`src/design/lzsd_pkg.sv`:
```
package lzsd_pkg;

    // one compressed byte request
    typedef struct packed {
        logic [7:0] in_byte;
        logic       in_last;
    } t_in_item;

    // one decoded result
    typedef struct packed {
        logic [7:0] out_byte;
        logic       out_kind;
        logic       run_last;
        logic       stream_end;
    } t_out_item;

    // result kinds
    localparam logic KIND_DATA  = 1'b0;
    localparam logic KIND_ERROR = 1'b1;

    // stream format
    localparam logic [2:0] HDR_LAST_IDX  = 3'd7;
    localparam logic [3:0] TOK_FLAG_NEXT = 4'd8;
    localparam int unsigned POS_BIAS = 18;
    localparam int unsigned LEN_BIAS = 3;

endpackage

```
`src/design/lzsd_out_buf.sv`:
```
module lzsd_out_buf
    import lzsd_pkg::*;
(
    input  logic      i_clk,
    input  logic      i_rst_n,
    input  logic      i_push,
    input  t_out_item i_item,
    output logic      o_free,
    output logic      o_out_valid,
    input  logic      i_out_ready,
    output t_out_item o_out_item
);

    logic      r_valid;
    t_out_item r_item;

    // slot can be reloaded when empty or being drained this cycle
    assign o_free = !r_valid || i_out_ready;

    // output holding register
    always_ff @(posedge i_clk) begin
        if (!i_rst_n) begin
            r_valid <= 1'b0;
        end else if (i_push) begin
            r_valid <= 1'b1;
        end else if (i_out_ready) begin
            r_valid <= 1'b0;
        end
        if (i_push) begin
            r_item <= i_item;
        end
    end

    assign o_out_valid = r_valid;
    assign o_out_item  = r_item;

endmodule

```
`config.mk`:
```
export PLATFORM = sky130hd
export DESIGN_NAME = lzsd_out_buf
export DESIGN_NICKNAME = d
export VERILOG_FILES = /design/src/design/lzsd_pkg.sv /design/src/design/lzsd_out_buf.sv
export SDC_FILE = /design/constraint.sdc
export NUM_CORES = 1
export LEC_CHECK = 0
export BUFFER_PORTS_ARGS = -buffer_cell sky130_fd_sc_hd__buf_2
export CORE_AREA = 2 2 39 41
export DETAILED_ROUTE_END_ITERATION = 8
export DIE_AREA = 0 0 41 43
export HOLD_SLACK_MARGIN = 0.1
export PLACE_DENSITY = 0.62
export SLEW_MARGIN = 20
export SYNTH_ARGS = -nofsm -noshare
export SYNTH_HDL_FRONTEND = slang
export SYNTH_SLANG_ARGS = --single-unit
```
`constraint.sdc`:
```
create_clock -name i_clk -period 1.9 [get_ports i_clk]
set_clock_uncertainty 0.15 [all_clocks]
set_input_delay 0.19 -clock i_clk [delete_from_list [all_inputs] [get_ports i_clk]]
set_output_delay 0.19 -clock i_clk [all_outputs]
set_load 0.1 [all_outputs]
```
# --- Word-level counts from Yosys, hierarchy flattened ---
# Index checks and enable logic that the tools add are counted.
classes:
  mux: 2
  reduce_logical: 3
op_table:
  columns: ["op", "count"]
  rows:
  - ["$mux 1", 2]
  - ["$reduce_bool 2->1", 1]
  - ["$logic_not 1->1", 1]
  - ["$logic_or 1x1->1", 1]
word_totals:
  reg_bits: 12
  inputBits: 15
  out_inout_bits: 13
  word_cells: 10

# --- Logic depth before layout (Yosys ltp) ---
# Gate-level depths: netlist of the first run.
depth:
  word_depth: 2
  depth_mapped: 2
  mapped_depth_nobuf: 2

# --- Worst setup path after synthesis of the first run ---
# OpenSTA, ideal clock, no wires.
synth_path:
  kind: "reg2reg"
  start: "register o_out_valid (netlist name)"
  end: "register r_valid, in the netlist o_out_valid"
  setup_ns: 0.070
  arrival_ns: 1.560
  t_required_ns: 1.680
  slack_ns: 0.119
  stages_incl_launch_ff: 3
  path_buffers: 0
  period_less_slack_ns: 1.781
  cell_sequence: "dfxtp_1 nand2b_4 a21boi_2"
synth_rtl:
  columns: ["item", "line", "text"]
  rows:
  - ["to (signal assigned)", "lzsd_out_buf.sv:23", "r_valid <= 1'b0;"]
  - ["to (signal assigned)", "lzsd_out_buf.sv:25", "r_valid <= 1'b1;"]
  - ["to (signal assigned)", "lzsd_out_buf.sv:27", "r_valid <= 1'b0;"]
  - ["to (decl)", "lzsd_out_buf.sv:14", "logic r_valid;"]

# --- Worst setup path in the final report of the first run ---
layout_path:
  start: "input i_rst_n"
  end: "register r_valid, in the netlist o_out_valid"
layout_rtl:
  columns: ["item", "line", "text"]
  rows:
  - ["from (decl)", "lzsd_out_buf.sv:5", "input logic i_rst_n,"]
# No word-level cell between the ends.

==> results.py, run 1 <==
metrics = {
    "critical_path": {
        "max_stage_delay_ns": 0.55,
        "r2r-end": "o_out_valid",
        "critPathMaxFanout": 1,
        "cp-end-kind": "flop",
        "r2r_setup_slack_ns": 0.59,
        "cp.buffers_inverters": 3,
        "cp_common_cell": "dlygate4sd3_1",
        "cp.arrival_ns": 1.51,
        "ff2ff_path_depth": 3,
        "r2r_start": "o_out_valid",
        "path_cells": "dlygate4sd3_1, buf_2, a21boi_2, dlygate4sd3_1",
        "critical-path-top-delay-family": "buffers and inverters",
        "required_ns": 1.91,
        "slowest_stage": "dlygate4sd3_1",
        "start_kind": "primary input",
        "criticalPathCategory": "in2reg",
    },
    "min_path": {
        "min_from": "i_push",
        "hold_class": "in2reg",
        "hold_path_end": "o_out_item[4]",
        "hold_depth": 1,
    },
    "clock_tree": {
        "htreeDepth": 1,
        "cts_buffers": 3,
        "clkSinkCount": 12,
        "post-cts-setup-buffers": 0,
        "clk_latency_ns": 0.27,
        "cts_root_buffer": "clkbuf_4",
        "clk_pin_slew_ns": 0.08,
        "cts_tree": "built",
        "clk_path_buf_depth": 2,
    },
    "synth": {
        "postSynthAreaPerCell_um2": 25.3,
        "syn_area_um2": 379,
        "synth_cells": 15,
        "synth_nets": 30,
        "yosysWarnings": 0,
        "yosysSeqAreaShare": 0.924,
        "ys_seq_elements": 12,
        "synth_cell_types": 5,
    },
    "drt": {
        "ant_nets": 0,
        "drt-initial-drc-count": 1,
        "drt_first_pass_iters": 2,
        "drcViolationCount": 0,
        "drt_wl_total_um": 852,
        "vias": 295,
        "wire_per_inst_um": 11.4,
        "via_per_inst": 3.93,
    },
    "global_routing": {
        "grt_util_met3": 0.0681,
        "grt_overflow": 0,
        "met1_usage": 0.117,
        "grt_util_met2": 0.172,
        "busiest_layer": "met2",
        "grt_pass1_wl_mm": 1.29,
        "antenna_found_initial": 0,
        "grt_pass1_vias": 336,
        "grt_usage": 0.117,
        "grt_start_max_net_pins": 13,
    },
    "timing": {
        "min_period_ns": 1.50,
        "setup_viol": 0,
        "hold_violations": 0,
        "final-max-slew-violation-count": 0,
        "worst_pin_slew_ns": 0.494,
        "fmax_mhz": 667,
        "rsz0062_at_grt": "no",
        "period_share": 0.789,
        "max_slew_margin": 0.673,
        "tns_ns": 0,
    },
    "floorplanning": {
        "die_w_um": 41,
        "coreArea_um2": 1380,
        "die_y_um": 43,
        "dieArea_um2": 1760,
        "start_util": 0.274,
        "rows": 14,
        "io_pins": 28,
    },
    "outcome": {
        "outcome": "finished clean",
    },
    "layout": {
        "drive_above_1_share": 0.559,
        "stdcell_area_um2": 701,
        "fin_nets": 75,
        "area.growth.synth_to_final_pct": 84.8,
        "diodes": 0,
    },
    "placed_design": {
        "portBuffers": 27,
        "dpl_cell_area_um2": 534,
        "place_congestion": 0.605,
    },
    "power": {
        "powerDensity_nw_per_um2": 1050,
        "ir_worst_vdd_mv": 0.479,
        "power.leakage_nw": 0.314,
    },
    "run": {
        "maxCapViolCount": 0,
    },
}
per-stage QoR:
step                total power, mW  utilization  setup slack, ns  hold slack (ns)  std cells
floorplan                     0.482            -            0.119            0.139         15
global placement              0.518        0.386            0.764            0.219         58
detailed placement            0.520        0.386            0.755            0.218         58
CTS                           0.741        0.506            0.414            0.142         75
global route                  0.766        0.506            0.398            0.142         75
finish                        0.732        0.506            0.402            0.146         75
synth_stat cells:
master,count,area (um^2)
a21boi_2,1,11.3
dfxtp_1,1,20.0
nand2b_4,1,13.8
inv_1,1,3.75
edfxtp_1,11,330
what timing repair did:
item,CTS,global route
hold buffers,13,0
gates resized for setup,0,0
endpoints found under the hold margin,12,0
where the power goes:
| part | internal [mW] | switching (mW) | total, mW |
|---|---|---|---|
| Combinational | 0.0439 | 0.174 | 0.218 |
| Sequential | 0.310 | 0.00532 | 0.316 |
| Clock | 0.116 | 0.0825 | 0.199 |
how the worst max path moves through the flow:
stage	endpoint	slack, ns	startpoint	cells past startpoint
after floorplan	o_out_valid	0.12	o_out_valid	2
after global placement	o_free	0.76	o_out_valid	2
after detailed placement	o_free	0.76	o_out_valid	2
after CTS	o_out_valid	0.41	i_rst_n	4
after global routing	o_out_valid	0.40	i_rst_n	4
final	o_out_valid	0.40	i_rst_n	4
layer usage:
layer,vias to the layer above,wire [um]
met5,-,0
met4,0,0
met3,0,155
met2,28,354
met1,123,342
li1,144,-
flip-flops by register name, indices dropped and copies added (netlist names):
signal,count
o_out_item,11
o_out_valid,1
cells in the final DEF, fill, tap and decap left out:
cell	n
edfxtp_1	11
clkbuf_8	1
inv_1	1
nand2b_4	1
a21boi_2	1
dfxtp_1	1
buf_2	27
dlygate4sd3_1	13
clkbuf_4	3
worst reg2reg max path, cell delays in order (launching register included):
cell           delay (ns)
dfxtp_1              0.38
nand2b_4             0.07
a21boi_2             0.12
dlygate4sd3_1        0.54
area by class of cell:
| cell class | count | area (um^2) |
|---|---|---|
| tap | 16 | 20.0 |
| fill | 130 | 683 |
| clock buffer | 4 | 36.3 |
| inverter | 1 | 3.75 |
| sequential | 12 | 350 |
| timing repair buffer | 40 | 265 |
| multi-input combinational | 2 | 25.0 |
cell families after synthesis:
| family | Yosys count | share of synthesized area |
|---|---|---|
| and+or+nand+nor | 1 | 0.0363 |
| DFF | 12 | 0.924 |
| AOI/OAI and AO/OA | 1 | 0.0297 |
| buffers and inverters | 1 | 0.00989 |
Power figures use the tool's default switching activity.
==> run 2, diff against run 1 <==
ABC_AREA = 1   (was default)
clock period = 1.5 ns   (was 1.9 ns; I/O delays follow)
==> run 2 against run 1 <==
Against the previous run:
- critical path depth up 1
- worst setup slack worse by 0.35 ns
- routed wire length down 2.2%
- hold slack worse by 0.025 ns
- sequential share of layout area up 0.63 points
- flip-flop and latch count unchanged
- global-route usage down 1.0 points
- area after synthesis down 0.66%
- register-to-register slack worse by 0.33 ns
- power up 18%
- critical path type unchanged
- largest power group unchanged
==> results.py, run 2 <==
metrics = {
    "drt": {
        "drt_first_pass_iters": 2,
        "via_per_inst": 3.99,
        "wire_per_inst_um": 10.8,
        "drcViolationCount": 0,
        "vias": 307,
        "drt-initial-drc-count": 2,
        "drt_wl_total_um": 833,
        "ant_nets": 0,
    },
    "critical_path": {
        "required_ns": 1.49,
        "cp-end-kind": "flop",
        "cp.arrival_ns": 1.44,
        "criticalPathCategory": "in2reg",
        "start_kind": "primary input",
        "critPathMaxFanout": 1,
    },
    "power": {
        "power.leakage_nw": 0.319,
        "powerDensity_nw_per_um2": 1250,
        "ir_worst_vdd_mv": 0.507,
    },
    "layout": {
        "layout_common_cells": "buf_2, dlygate4sd3_1, edfxtp_1",
        "fin_nets": 77,
        "largest_reg_flops": 11,
        "diodes": 0,
        "final_core_util": 0.502,
        "final_common_cell": "buf_2",
        "drive_above_1_share": 0.541,
        "area.growth.synth_to_final_pct": 84.4,
    },
    "global_routing": {
        "grt_usage": 0.106,
        "antenna_found_initial": 0,
        "grt_overflow": 0,
        "grt_start_max_net_pins": 13,
        "grt_pass1_wl_mm": 1.17,
        "grt_pass1_vias": 307,
    },
    "floorplanning": {
        "die_y_um": 43,
        "rows": 14,
        "start_util": 0.272,
        "dieArea_um2": 1760,
        "coreArea_um2": 1380,
        "die_w_um": 41,
        "io_pins": 28,
    },
    "synth": {
        "async_reset_ff_frac": 0,
        "ys.flop_type": "edfxtp_1",
        "synth_nets": 32,
        "yosysTopAreaCellShare": 0.877,
        "synth_edf_count": 11,
        "yosysMostFrequentCell": "edfxtp_1",
        "ys_seq_elements": 12,
        "syn_area_um2": 377,
        "synth_top_cells_by_count": "edfxtp_1, inv_1, a21oi_2, dfxtp_1, nand2_2",
        "postSynthAreaPerCell_um2": 22.2,
        "synthTopCellsByArea": "edfxtp_1, dfxtp_1, inv_1",
        "yosysWarnings": 0,
        "yosysTopAreaCell": "edfxtp_1",
        "synth_cell_types": 5,
        "synth_cells": 17,
        "yosysSeqAreaShare": 0.930,
    },
    "outcome": {
        "outcome": "finished clean",
    },
    "clock_tree": {
        "clk_pin_slew_ns": 0.07,
        "clk_latency_ns": 0.25,
        "clkSinkCount": 12,
        "cts_tree": "built",
        "cts_root_buffer": "clkbuf_4",
        "clk_path_buf_depth": 2,
        "cts_buffers": 3,
        "htreeDepth": 1,
        "post-cts-setup-buffers": 0,
        "cts_resized": 0,
    },
    "timing": {
        "fmax_mhz": 693,
        "final-max-slew-violation-count": 0,
        "period_share": 0.962,
        "max_slew_margin": 0.674,
        "tns_ns": 0,
        "min_period_ns": 1.44,
        "rsz0062_at_grt": "no",
        "hold_violations": 0,
        "setup_viol": 0,
        "worst_pin_slew_ns": 0.492,
    },
    "placed_design": {
        "portBuffers": 27,
        "place_congestion": 0.605,
        "dpl.hpwl_um": 516,
    },
    "run": {
        "maxCapViolCount": 0,
    },
    "min_path": {
        "hold_class": "in2reg",
    },
}
## run 2: cell types whose count changed in the layout (fill, tap and decap cells not counted)
cell,delta
dfxtp_1,-1
nand2_4,+1
nand2b_4,-1
inv_1,+2
clkbuf_8,-1
dfxtp_2,+1
a21boi_2,-1
a21oi_2,+1
clkinv_1,+1
## run 2: cell families after synthesis
logic type	Yosys count	share of synthesized area
flip-flops	12	0.930
buffers and inverters	3	0.0299
AND/OR/NAND/NOR	1	0.0166
AO/OA/AOI/OAI	1	0.0233
## run 2: worst paths after layout
kind,depth (start not counted),slack [ns],end,start
max,5,0.06,o_out_valid,i_rst_n
min,1,0.12,o_out_item[4],i_push
max reg2reg,3,0.26,o_out_valid,o_out_valid
min reg2reg,3,0.86,o_out_valid,o_out_valid
## run 2: critical path: stages
cell and delay, ns:
dlygate4sd3_1 0.54, buf_2 0.12, inv_1 0.06, a21oi_2 0.03, dlygate4sd3_1 0.54
## run 2: repair_timing
item,CTS,global route
endpoints found under the hold margin,12,0
hold buffers,13,0
endpoints found under the setup margin,0,0
## run 2: layout make-up
cell class / count / area, um^2
Fill cell: 119 / 689
Sequential cell: 12 / 352
Timing Repair Buffer: 40 / 265
Clock buffer: 3 / 22.5
Multi-Input combinational cell: 2 / 20.0
Tap cell: 16 / 20.0
Inverter: 3 / 11.3
Clock inverter: 1 / 3.75
## run 2: metal layers
| metal | GRT usage | wire, um | vias to the layer above |
|---|---|---|---|
| li1 | - | - | 150 |
| met1 | 0.0890 | 311 | 131 |
| met2 | 0.181 | 395 | 26 |
| met3 | 0.0733 | 126 | 0 |
| met4 | 0.0400 | 0 | 0 |
| met5 | 0 | 0 | - |
## run 2: power breakdown
group	internal (mW)	leakage, nW	switching (mW)	total, mW
Clock	0.0959	0.0154	0.0946	0.191
Sequential	0.393	0.116	0.00659	0.400
Combinational	0.0545	0.187	0.222	0.276
Total	0.544	0.319	0.323	0.867
## run 2: metrics by stage
stage / hold slack, ns / power, mW / cell area [um^2] / std cells / worst slack (ns)
2_1_floorplan: 0.0989 / 0.611 / 383 / 17 / 0.135
3_3_place_gp: 0.179 / 0.657 / 538 / 60 / 0.414
3_5_place_dp: 0.178 / 0.658 / 538 / 60 / 0.410
4_1_cts: 0.114 / 0.878 / 694 / 77 / 0.0876
5_1_grt: 0.104 / 0.914 / 694 / 77 / 0.0422
6_report: 0.121 / 0.867 / 694 / 77 / 0.0564
==> run 3, diff against run 2 <==
PLACE_DENSITY = default   (was 0.62)
==> run 3 against run 2 <==
Against the previous run:
- non-clock buffer count did not move
- flip-flop and latch count did not move
- sequential share of layout area fell by 0.72 points
- clock power rose by 28%
- sequential power barely moved
- first-iteration DRC count rose by 100%
- fmax rose by 2.6%
- critical path depth did not move
- critical endpoint unchanged
- largest power group unchanged
- highest routed layer unchanged
==> results.py, run 3 (synthesis gave the netlist of run 2 again) <==
metrics = {
    "timing": {
        "tns_ns": 0,
        "fmax_mhz": 711,
        "rsz0062_at_grt": "no",
        "final-max-slew-violation-count": 0,
        "worst_pin_slew_ns": 0.489,
        "setup_viol": 0,
        "post-route-worst-setup-slack_ns": 0.0927,
        "min_period_ns": 1.41,
        "max_slew_margin": 0.676,
        "hold_slack_ns": 0.113,
        "period_share": 0.938,
        "hold_violations": 0,
    },
    "clock_tree": {
        "post-cts-setup-buffers": 0,
        "cts_tree": "built",
        "clk_latency_ns": 0.26,
        "htreeDepth": 1,
        "cts_buffers": 3,
        "cts_root_buffer": "clkbuf_4",
        "clk_path_buf_depth": 2,
        "cts_hold_buffers": 13,
        "clk_pin_slew_ns": 0.07,
        "clkSinkCount": 12,
        "cts_resized": 0,
    },
    "power": {
        "power_frac_comb": 0.299,
        "powerDensity_nw_per_um2": 1310,
        "intPower_uw": 595,
        "p_sw_uw": 324,
        "p_clk_frac": 0.266,
        "power.leakage_nw": 0.324,
        "netSwitchingFraction": 0.353,
        "seqPwrFrac": 0.435,
        "ir_worst_vdd_mv": 0.547,
        "power_uw": 920,
    },
    "drt": {
        "drt_wl_total_um": 746,
        "drcViolationCount": 0,
        "ant_nets": 0,
        "drt_first_pass_iters": 2,
        "drt-initial-drc-count": 4,
        "wire_per_inst_um": 9.69,
        "vias": 305,
        "via_per_inst": 3.96,
    },
    "critical_path": {
        "cp-end-kind": "flop",
        "critPathMaxFanout": 1,
        "ff2ff_path_depth": 3,
        "r2r_start": "o_out_valid",
        "start_kind": "primary input",
        "crit_start": "i_rst_n",
        "criticalPathCategory": "in2reg",
        "required_ns": 1.50,
        "r2r-end": "o_out_valid",
        "cp.arrival_ns": 1.41,
        "r2r_setup_slack_ns": 0.26,
        "cp-endpoint": "o_out_valid",
    },
    "global_routing": {
        "grt_usage": 0.0997,
        "grt_pass1_vias": 288,
        "grt_pass1_wl_mm": 1.06,
        "grt_overflow": 0,
        "antenna_found_initial": 0,
        "grt_start_max_net_pins": 13,
    },
    "layout": {
        "drive_above_1_share": 0.557,
        "final_core_util": 0.509,
        "stdcell_area_um2": 704,
        "instances_no_fill": 77,
        "largest_reg_flops": 11,
        "layout_common_cells": "buf_2, dlygate4sd3_1, edfxtp_1",
        "area.growth.synth_to_final_pct": 87.0,
        "n_fill_cell": 125,
        "diodes": 0,
        "fin_nets": 77,
        "final_common_cell": "buf_2",
    },
    "floorplanning": {
        "dieArea_um2": 1760,
        "die_y_um": 43,
        "die_w_um": 41,
        "io_pins": 28,
        "coreArea_um2": 1380,
        "start_util": 0.272,
        "rows": 14,
    },
    "min_path": {
        "hold_class": "in2reg",
    },
    "placed_design": {
        "post-place-cells": 60,
        "dp_worst_setup_slack_ns": 0.408,
        "dpl_cell_area_um2": 538,
        "place_congestion": 0.550,
        "portBuffers": 27,
    },
    "outcome": {
        "outcome": "finished clean",
    },
    "run": {
        "maxCapViolCount": 0,
    },
}
[run 3: metal layers]
metal  vias to the layer above  track usage  part of all wire
met5                         -            0                 0
met4                         0       0.0800                 0
met3                         0       0.0628              0.12
met2                        24        0.156              0.46
met1                       131       0.0799              0.42
li1                        150            -                 -
[run 3: power groups by stage]
stage	registers (mW)	clock network, mW	logic, mW
4_1_cts	0.400	0.259	0.276
2_1_floorplan	0.596	0	0.0150
3_5_place_dp	0.407	0	0.250
3_3_place_gp	0.407	0	0.250
5_1_grt	0.403	0.275	0.285
6_report	0.400	0.245	0.275
[run 3: critical path, cell delays in order]
cell           delay, ns
dlygate4sd3_1       0.52
buf_2               0.12
inv_1               0.05
a21oi_2             0.03
dlygate4sd3_1       0.54
[run 3: cell type report]
class                   instances  area (um^2)  share of cell area
inverters                       3         11.3              0.0160
repair buffers                 40          265               0.377
flip-flops and latches         12          352               0.499
clock buffers                   4         36.3              0.0515
multi-input cells               2         20.0              0.0284
well taps                      16         20.0              0.0284
[run 3: how the worst min path moves through the flow]
stage	startpoint	to	cells after the start
3_3_place_gp	i_item[3]	o_out_item[3]	1
4_1_cts	i_push	o_out_item[3]	1
5_1_grt	i_push	o_out_item[3]	1
2_1_floorplan	i_item[0]	o_out_item[0]	0
3_5_place_dp	i_item[3]	o_out_item[3]	1
6_report	i_push	o_out_item[3]	1
